**src/hw/rtl/rau_pkg.sv**
```systemverilog
// ----------------------------------------------------------------------------
// rau_pkg
// Shared codes and result widths for the rational arithmetic unit.
// ----------------------------------------------------------------------------
package rau_pkg;

  localparam int NUM_W = 33;
  localparam int DEN_W = 32;
  localparam int OP_W  = 3;

  localparam logic [OP_W-1:0] OP_ADD  = 3'd0;
  localparam logic [OP_W-1:0] OP_SUB  = 3'd1;
  localparam logic [OP_W-1:0] OP_MUL  = 3'd2;
  localparam logic [OP_W-1:0] OP_DIV  = 3'd3;
  localparam logic [OP_W-1:0] OP_SIMP = 3'd4;

endpackage

```
**src/hw/rtl/rau_gcd.sv**
```systemverilog
// ----------------------------------------------------------------------------
// rau_gcd
// Binary GCD of two nonzero magnitudes, one compare/subtract/shift per cycle.
// ----------------------------------------------------------------------------
module rau_gcd #(
  parameter int OPERAND_WIDTH = 16
) (
  input  logic                     clk,
  input  logic                     rst_n,
  input  logic                     start,
  input  logic [OPERAND_WIDTH-1:0] x,
  input  logic [OPERAND_WIDTH-1:0] y,
  output logic                     done,
  output logic [OPERAND_WIDTH-1:0] g
);

  localparam int W  = OPERAND_WIDTH;
  localparam int KW = $clog2(W);

  logic [W-1:0]  x_r, y_r, g_r;
  logic [KW-1:0] k_r;
  logic          run_r, done_r;

  logic          both_even, x_ge, finished;
  logic [W-1:0]  diff;

  assign both_even = !x_r[0] && !y_r[0];
  assign x_ge      = x_r >= y_r;
  assign diff      = x_ge ? (x_r - y_r) : (y_r - x_r);
  assign finished  = (x_r == '0) || (y_r == '0);

  always_ff @(posedge clk) begin
    if (!rst_n) begin
      run_r  <= 1'b0;
      done_r <= 1'b0;
    end else begin
      done_r <= 1'b0;
      if (start) begin
        run_r <= 1'b1;
      end else if (run_r && finished) begin
        run_r  <= 1'b0;
        done_r <= 1'b1;
      end
    end
  end

  always_ff @(posedge clk) begin
    if (start) begin
      x_r <= x;
      y_r <= y;
      k_r <= '0;
    end else if (run_r) begin
      if (finished) begin
        // common power of two goes back on at the end
        g_r <= (x_r | y_r) << k_r;
      end else if (both_even) begin
        x_r <= x_r >> 1;
        y_r <= y_r >> 1;
        k_r <= k_r + KW'(1);
      end else if (!x_r[0]) begin
        x_r <= x_r >> 1;
      end else if (!y_r[0]) begin
        y_r <= y_r >> 1;
      end else if (x_ge) begin
        x_r <= diff >> 1;
      end else begin
        y_r <= diff >> 1;
      end
    end
  end

  assign done = done_r;
  assign g    = g_r;

endmodule

```
**src/hw/rtl/rau_div.sv**
```systemverilog
// ----------------------------------------------------------------------------
// rau_div
// Restoring unsigned divider, one quotient bit per cycle.
// ----------------------------------------------------------------------------
module rau_div #(
  parameter int OPERAND_WIDTH = 16
) (
  input  logic                     clk,
  input  logic                     rst_n,
  input  logic                     start,
  input  logic [OPERAND_WIDTH-1:0] dividend,
  input  logic [OPERAND_WIDTH-1:0] divisor,
  output logic                     done,
  output logic [OPERAND_WIDTH-1:0] quotient
);

  localparam int W  = OPERAND_WIDTH;
  localparam int CW = $clog2(W + 1);

  logic [W-1:0]  rem_r, q_r, d_r;
  logic [CW-1:0] cnt_r;
  logic          run_r, done_r;

  logic [W:0]    rem_sh, trial;
  logic          ge;

  assign rem_sh = {rem_r, q_r[W-1]};
  assign trial  = rem_sh - {1'b0, d_r};
  assign ge     = rem_sh >= {1'b0, d_r};

  always_ff @(posedge clk) begin
    if (!rst_n) begin
      run_r  <= 1'b0;
      done_r <= 1'b0;
    end else begin
      done_r <= 1'b0;
      if (start) begin
        run_r <= 1'b1;
      end else if (run_r && cnt_r == CW'(1)) begin
        run_r  <= 1'b0;
        done_r <= 1'b1;
      end
    end
  end

  always_ff @(posedge clk) begin
    if (start) begin
      rem_r <= '0;
      q_r   <= dividend;
      d_r   <= divisor;
      cnt_r <= CW'(W);
    end else if (run_r) begin
      rem_r <= ge ? trial[W-1:0] : rem_sh[W-1:0];
      q_r   <= {q_r[W-2:0], ge};
      cnt_r <= cnt_r - CW'(1);
    end
  end

  assign done     = done_r;
  assign quotient = q_r;

endmodule

```
**src/hw/rtl/rational_arithmetic_unit_top.sv**
```systemverilog
// Add/sub/mul/div take their products in turn from the shared multiplier;
// simplify runs the binary GCD loop, then divides numerator and denominator
// by it. Error cases are answered from idle. One request at a time: busy is
// high from acceptance until the result strobe; error and zero-numerator
// simplify requests never raise it. The result receiver cannot stall.
// Synchronous active-low reset returns the sequencer to idle and clears the strobe.
// ----------------------------------------------------------------------------
// rational_arithmetic_unit_top
// Fraction add/sub/mul/div through one shared multiplier, and GCD reduction.
// ----------------------------------------------------------------------------
module rational_arithmetic_unit_top #(
  parameter int OPERAND_WIDTH = 16
) (
  input  logic                               clk,
  input  logic                               rst_n,
  input  logic                               start,
  output logic                               busy,
  input  logic [rau_pkg::OP_W-1:0]           in_operation,
  input  logic signed [OPERAND_WIDTH-1:0]    in_a_num,
  input  logic signed [OPERAND_WIDTH-1:0]    in_a_den,
  input  logic signed [OPERAND_WIDTH-1:0]    in_b_num,
  input  logic signed [OPERAND_WIDTH-1:0]    in_b_den,
  output logic                               out_valid,
  output logic signed [rau_pkg::NUM_W-1:0]   out_res_num,
  output logic signed [rau_pkg::DEN_W-1:0]   out_res_den,
  output logic                               out_error
);

  import rau_pkg::*;

  localparam int W = OPERAND_WIDTH;

  typedef enum logic [4:0] {
    S_IDLE = 5'b00001,
    S_MUL  = 5'b00010,
    S_GCD  = 5'b00100,
    S_DIVN = 5'b01000,
    S_DIVD = 5'b10000
  } state_t;

  state_t                  state_r;
  logic [OP_W-1:0]         op_r;
  logic signed [W-1:0]     an_r, ad_r, bn_r, bd_r;
  logic [W-1:0]            mag_an_r, mag_ad_r, g_r;
  logic signed [W-1:0]     qn_r;
  logic [1:0]              step_r;
  logic signed [2*W-1:0]   prod_r;
  logic signed [NUM_W-1:0] num_r;
  logic signed [NUM_W-1:0] out_num_r;
  logic signed [DEN_W-1:0] out_den_r;
  logic                    out_err_r, out_valid_r;

  logic                    accept, bad_req, zero_simp;
  logic                    op_addsub, op_is_sub;
  logic [1:0]              last_step;
  logic signed [W-1:0]     mul_a, mul_b;
  logic signed [2*W-1:0]   prod;
  logic [W-1:0]            in_mag_an, in_mag_ad;
  logic                    gcd_start, gcd_done;
  logic [W-1:0]            gcd_g;
  logic                    div_start, div_done;
  logic [W-1:0]            div_dividend, div_divisor, div_q;
  logic signed [W-1:0]     q_signed;

  assign accept    = start && !busy;
  assign busy      = (state_r != S_IDLE);

  assign in_mag_an = in_a_num[W-1] ? W'(-in_a_num) : W'(in_a_num);
  assign in_mag_ad = in_a_den[W-1] ? W'(-in_a_den) : W'(in_a_den);

  always_comb begin
    bad_req = 1'b0;
    unique case (in_operation) inside
      OP_ADD, OP_SUB, OP_MUL: bad_req = (in_a_den == '0) || (in_b_den == '0);
      OP_DIV:  bad_req = (in_a_den == '0) || (in_b_den == '0) || (in_b_num == '0);
      OP_SIMP: bad_req = (in_a_den == '0);
      default: bad_req = 1'b1;
    endcase
  end

  // a zero numerator reduces straight to 0/1
  assign zero_simp = (in_operation == OP_SIMP) && (in_a_num == '0);

  assign op_addsub = (op_r == OP_ADD) || (op_r == OP_SUB);
  assign op_is_sub = (op_r == OP_SUB);
  assign last_step = op_addsub ? 2'd3 : 2'd2;

  // operand pairs: numerator terms first, denominator product last
  always_comb begin
    case (step_r)
      2'd0: begin
        mul_a = an_r;
        mul_b = (op_r == OP_MUL) ? bn_r : bd_r;
      end
      2'd1: begin
        if (op_addsub) begin
          mul_a = bn_r;
          mul_b = ad_r;
        end else begin
          mul_a = ad_r;
          mul_b = (op_r == OP_MUL) ? bd_r : bn_r;
        end
      end
      default: begin
        mul_a = ad_r;
        mul_b = bd_r;
      end
    endcase
  end

  assign prod = mul_a * mul_b;

  assign gcd_start    = accept && !bad_req && !zero_simp && (in_operation == OP_SIMP);
  assign div_start    = ((state_r == S_GCD) && gcd_done) || ((state_r == S_DIVN) && div_done);
  assign div_dividend = (state_r == S_GCD) ? mag_an_r : mag_ad_r;
  assign div_divisor  = (state_r == S_GCD) ? gcd_g : g_r;

  assign q_signed = ((state_r == S_DIVN) ? an_r[W-1] : ad_r[W-1]) ?
                    W'(-div_q) : W'(div_q);

  rau_gcd #(.OPERAND_WIDTH(W)) u_gcd (
    .clk   (clk),
    .rst_n (rst_n),
    .start (gcd_start),
    .x     (in_mag_an),
    .y     (in_mag_ad),
    .done  (gcd_done),
    .g     (gcd_g)
  );

  rau_div #(.OPERAND_WIDTH(W)) u_div (
    .clk      (clk),
    .rst_n    (rst_n),
    .start    (div_start),
    .dividend (div_dividend),
    .divisor  (div_divisor),
    .done     (div_done),
    .quotient (div_q)
  );

  // control
  always_ff @(posedge clk) begin
    if (!rst_n) begin
      state_r     <= S_IDLE;
      out_valid_r <= 1'b0;
    end else begin
      out_valid_r <= 1'b0;
      unique case (state_r)
        S_IDLE: begin
          if (accept) begin
            if (bad_req || zero_simp) begin
              out_valid_r <= 1'b1;
            end else if (in_operation == OP_SIMP) begin
              state_r <= S_GCD;
            end else begin
              state_r <= S_MUL;
            end
          end
        end
        S_MUL: begin
          if (step_r == last_step) begin
            state_r     <= S_IDLE;
            out_valid_r <= 1'b1;
          end
        end
        S_GCD: begin
          if (gcd_done) state_r <= S_DIVN;
        end
        S_DIVN: begin
          if (div_done) state_r <= S_DIVD;
        end
        S_DIVD: begin
          if (div_done) begin
            state_r     <= S_IDLE;
            out_valid_r <= 1'b1;
          end
        end
        default: state_r <= S_IDLE;
      endcase
    end
  end

  // datapath
  always_ff @(posedge clk) begin
    if (accept) begin
      op_r      <= in_operation;
      an_r      <= in_a_num;
      ad_r      <= in_a_den;
      bn_r      <= in_b_num;
      bd_r      <= in_b_den;
      mag_an_r  <= in_mag_an;
      mag_ad_r  <= in_mag_ad;
      step_r    <= '0;
      out_num_r <= '0;
      out_den_r <= DEN_W'(1);
      out_err_r <= bad_req;
    end else begin
      unique case (state_r)
        S_MUL: begin
          prod_r <= prod;
          step_r <= step_r + 2'd1;
          if (step_r == last_step) begin
            out_num_r <= num_r;
            out_den_r <= DEN_W'(prod_r);
            out_err_r <= 1'b0;
          end else if (step_r == 2'd1) begin
            num_r <= NUM_W'(prod_r);
          end else if (step_r == 2'd2) begin
            num_r <= op_is_sub ? (num_r - NUM_W'(prod_r)) : (num_r + NUM_W'(prod_r));
          end
        end
        S_GCD: begin
          if (gcd_done) g_r <= gcd_g;
        end
        S_DIVN: begin
          if (div_done) qn_r <= q_signed;
        end
        S_DIVD: begin
          if (div_done) begin
            out_num_r <= NUM_W'(qn_r);
            out_den_r <= DEN_W'(q_signed);
            out_err_r <= 1'b0;
          end
        end
        default: ;
      endcase
    end
  end

  assign out_valid   = out_valid_r;
  assign out_res_num = out_num_r;
  assign out_res_den = out_den_r;
  assign out_error   = out_err_r;

  a_bad_op_err: assert property (@(posedge clk) disable iff (!rst_n)
    accept && (in_operation > OP_SIMP) |=> out_valid && out_error)
    else $error("unknown operation did not flag an error");

  a_err_value: assert property (@(posedge clk) disable iff (!rst_n)
    out_valid && out_error |-> (out_res_num == '0) && (out_res_den == DEN_W'(1)))
    else $error("error result is not 0/1");

  a_gcd_done_state: assert property (@(posedge clk) disable iff (!rst_n)
    gcd_done |-> (state_r == S_GCD))
    else $error("GCD finished outside its step");

  a_div_done_state: assert property (@(posedge clk) disable iff (!rst_n)
    div_done |-> (state_r == S_DIVN) || (state_r == S_DIVD))
    else $error("division finished outside its steps");

  a_simp_den_nonzero: assert property (@(posedge clk) disable iff (!rst_n)
    out_valid && $past(state_r == S_DIVD) |-> (out_res_den != '0) && !out_error)
    else $error("reduced denominator is zero");

endmodule
```
**config.mk**
```make
export PLATFORM = sky130hd
export DESIGN_NAME = rational_arithmetic_unit_top
export DESIGN_NICKNAME = d
export VERILOG_FILES = /design/src/hw/rtl/rau_pkg.sv /design/src/hw/rtl/rau_gcd.sv /design/src/hw/rtl/rau_div.sv /design/src/hw/rtl/rational_arithmetic_unit_top.sv
export SDC_FILE = /design/constraint.sdc
export NUM_CORES = 2
export LEC_CHECK = 0
export ABC_AREA = 0
export ABC_CLOCK_PERIOD_IN_PS = 12200
export BUFFER_PORTS_ARGS = -buffer_cell sky130_fd_sc_hd__buf_4
export CAP_MARGIN = 30
export CORE_ASPECT_RATIO = 0.7
export CORE_UTILIZATION = 55
export CTS_CLUSTER_DIAMETER = 30
export DETAILED_ROUTE_END_ITERATION = 8
export PLACE_DENSITY = 0.72
export SETUP_SLACK_MARGIN = 0.02
export SYNTH_ARGS = -nofsm -noshare
export SYNTH_HDL_FRONTEND = slang
export SYNTH_SLANG_ARGS = --single-unit
export TNS_END_PERCENT = 30
```
**constraint.sdc**
```tcl
create_clock -name clk -period 12.2 [get_ports clk]
set_input_delay 1.22 -clock clk [delete_from_list [all_inputs] [get_ports clk]]
set_output_delay 1.22 -clock clk [all_outputs]
set_load 0.02 [all_outputs]
```
==> results.py <==
metrics = {
    "drt": {
        "drc": 0,
        "via_count": 25000,
        "drt_iter0_drc": 2842,
        "wl_per_cell_um": 21.2,
        "wl_um": 88800,
        "first_pass_iters": 8,
        "viasPerCell": 5.96,
        "ant_nets": 0,
    },
    "final_layout": {
        "post_route_cells_drive_above_1_share_pct": 10.1,
        "nets": 3916,
        "insertedDiodeCount": 0,
        "final_common_cell": "inv_1",
        "area_growth_pct": 12.6,
        "final_cell_mix": "410 x inv_1, 370 x nand2_1, 358 x nor2_1",
        "stdcell_count": 4187,
    },
    "cts": {
        "cts_tree": "built",
        "numCtsBuffers": 70,
        "clock-root-buffer": "clkbuf_16",
        "cts_num_sinks": 377,
        "clock_path_buffers": 3,
        "clk_latency_ns": 0.60,
        "holdBufCountCts": 0,
        "post_cts_resized": 0,
        "htreeDepth": 3,
        "post_cts_buffers": 0,
        "path_clk_slew_ns": 0.05,
    },
    "grt": {
        "grt_max_degree": 83,
        "antenna_found_initial": 0,
        "grt_usage_pct": 31.2,
        "grt_overflow_total": 0,
        "grt_pass1_wl_um": 139000,
        "grt_pass1_vias": 24200,
    },
    "floorplanning": {
        "die_width_um": 286,
        "die_h_um": 201,
        "die-area_mm2": 0.0576,
        "coreArea_mm2": 0.0556,
        "rows": 72,
        "start_util_pct": 56.0,
        "pin_count": 138,
    },
    "worst_setup_path": {
        "path_max_fanout": 20,
        "arrival_ns": 9.51,
        "worstSetupStartpointType": "flop",
        "worstSetupPathType": "flop to flop",
        "cp.required_ns": 12.63,
        "critPathCaptureType": "flop",
    },
    "logic_synthesis": {
        "postSynthAreaPerCell_um2": 9.46,
        "seq_area_frac_synth_pct": 33.1,
        "synth_edf_count": 275,
        "synth_top_area_share_pct": 26.5,
        "synthCells": 3292,
        "synth_area_leaders": "edfxtp_1 27%, fa_1 17%, ha_1 7.5%, dfxtp_1 6.6%, inv_1 5.0%",
        "syn_nets": 3814,
        "ys_types": 84,
        "synth_seq_cells": 377,
        "synth_area_mm2": 0.0311,
        "synthFlopType": "edfxtp_1",
        "ys_warn_count": 0,
        "yosys.area.top_type": "edfxtp_1",
        "synthArstFlopShare_pct": 0,
    },
    "timing": {
        "tightest_slew_ns": 1.32,
        "fin_crit_ns": 9.07,
        "post-route-period-util_pct": 74.4,
        "slew_headroom_pct": 9.45,
        "hold_viol_final": 0,
        "finalMaxSlewViolations": 0,
        "grt_setup_unrepaired": "no",
        "fmax_mhz": 110,
        "finalSetupTns_ns": 0,
        "fin_skew_ns": 0.0250,
        "setup_viol": 0,
    },
    "placement": {
        "place_congestion": 0.970,
        "hpwlAfterDp_um": 69400,
        "io_buffers": 137,
        "dp_cells": 4059,
    },
    "run_status": {
        "status": "finished, final reports clean",
    },
    "hold_path": {
        "hp-class": "flop to flop",
    },
    "job": {
        "drv_cap": 0,
    },
}
## cell usage after synthesis (39+ instances only)
master	number
dfxtp_1	102
o21ai_0	137
nor3_1	58
edfxtp_1	275
xnor2_1	122
a21oi_1	178
mux2i_1	50
fa_1	266
clkbuf_1	102
nand2_1	371
inv_1	411
nor2_1	359
ha_1	186
a211oi_1	40
o21a_1	39
xor2_1	52
## registers in the layout (all words and copies together) (netlist names), 16 cells and up
name and flops:
out_res_num 33, u_gcd.y_r 16, num_r 33, bd_r 16, u_gcd.g 16, prod_r 32
qn_r 16, g_r 16, u_div.rem_r 16, u_gcd.x_r 16, u_div.quotient 16, an_r 16
ad_r 16, u_div.d_r 16, out_res_den 32, bn_r 16
## metrics by stage
step           util (%)  area, µm²  setup WS [ns]  hold slack, ns
2_1_floorplan         -      31100           4.73           0.426
3_5_place_dp       59.0      32800           3.30           0.434
4_1_cts            63.0      35000           3.26           0.450
5_1_grt            63.1      35100           2.55           0.473
3_3_place_gp       58.9      32700           3.51           0.436
6_report           63.1      35100           3.13           0.452
## layout make-up
class                      count  area (µm²)
multi-input combinational   2363       18700
timing repair buffer         169        1300
clock buffer                  81        1860
inverter                     413        1550
sequential                   377       10300
tap                          740         926
fill                        4510       20500
clock inverter                44         407
## cells by family (layout without fill, tap and decap cells)
group	after synthesis	after routing	synth area share, %
adder cells (fa/ha/maj)	452	452	24.6
flip-flops	377	377	33.1
XOR/XNOR	175	175	4.94
multiplexers	63	63	2.08
AO/OA/AOI/OAI	666	666	14.2
buffers and inverters	552	707	6.89
AND/OR/NAND/NOR	1007	1007	14.3
## final timing paths
| check | endpoint | slack [ns] | depth (start not counted) | start |
|---|---|---|---|---|
| min | g_r[3]$_DFFE_PP_ | 0.45 | 0 | u_gcd.g[3]$_SDFFCE_PP0P_ |
| min reg2reg | g_r[3]$_DFFE_PP_ | 0.45 | 0 | u_gcd.g[3]$_SDFFCE_PP0P_ |
| max | prod_r[31]$_DFFE_PP_ | 3.13 | 24 | op_r[1]$_DFFE_PP_ |
| max reg2reg | prod_r[31]$_DFFE_PP_ | 3.13 | 24 | op_r[1]$_DFFE_PP_ |
## layer usage
metal,global-route usage [%],part of all wire [%]
met2,42.5,39
met1,49.0,47
met5,0,0
met4,6.95,1.8
met3,8.29,11
## worst max-delay path: stages, from the launching register on
cell and delay, ns:
edfxtp_1 0.72, nor3b_2 0.73, and2_1 0.46, a21oi_1 0.32, nand2_1 0.19, and2_1 0.52, nor2_1 0.18, fa_1 0.61
fa_1 0.79, fa_1 0.51, fa_1 0.50, fa_1 0.50, inv_1 0.05, fa_1 0.51, inv_1 0.06, ha_1 0.35
a21oi_1 0.18, and3_1 0.22, o21ai_0 0.13, a221o_1 0.34, o31ai_1 0.39, a21oi_1 0.15, o21ai_0 0.23, a21oi_1 0.10
a31oi_1 0.16
Power is left out: the tool's default activity adds up to more than one toggle a clock period on the data nets, which glitch-free logic cannot reach.
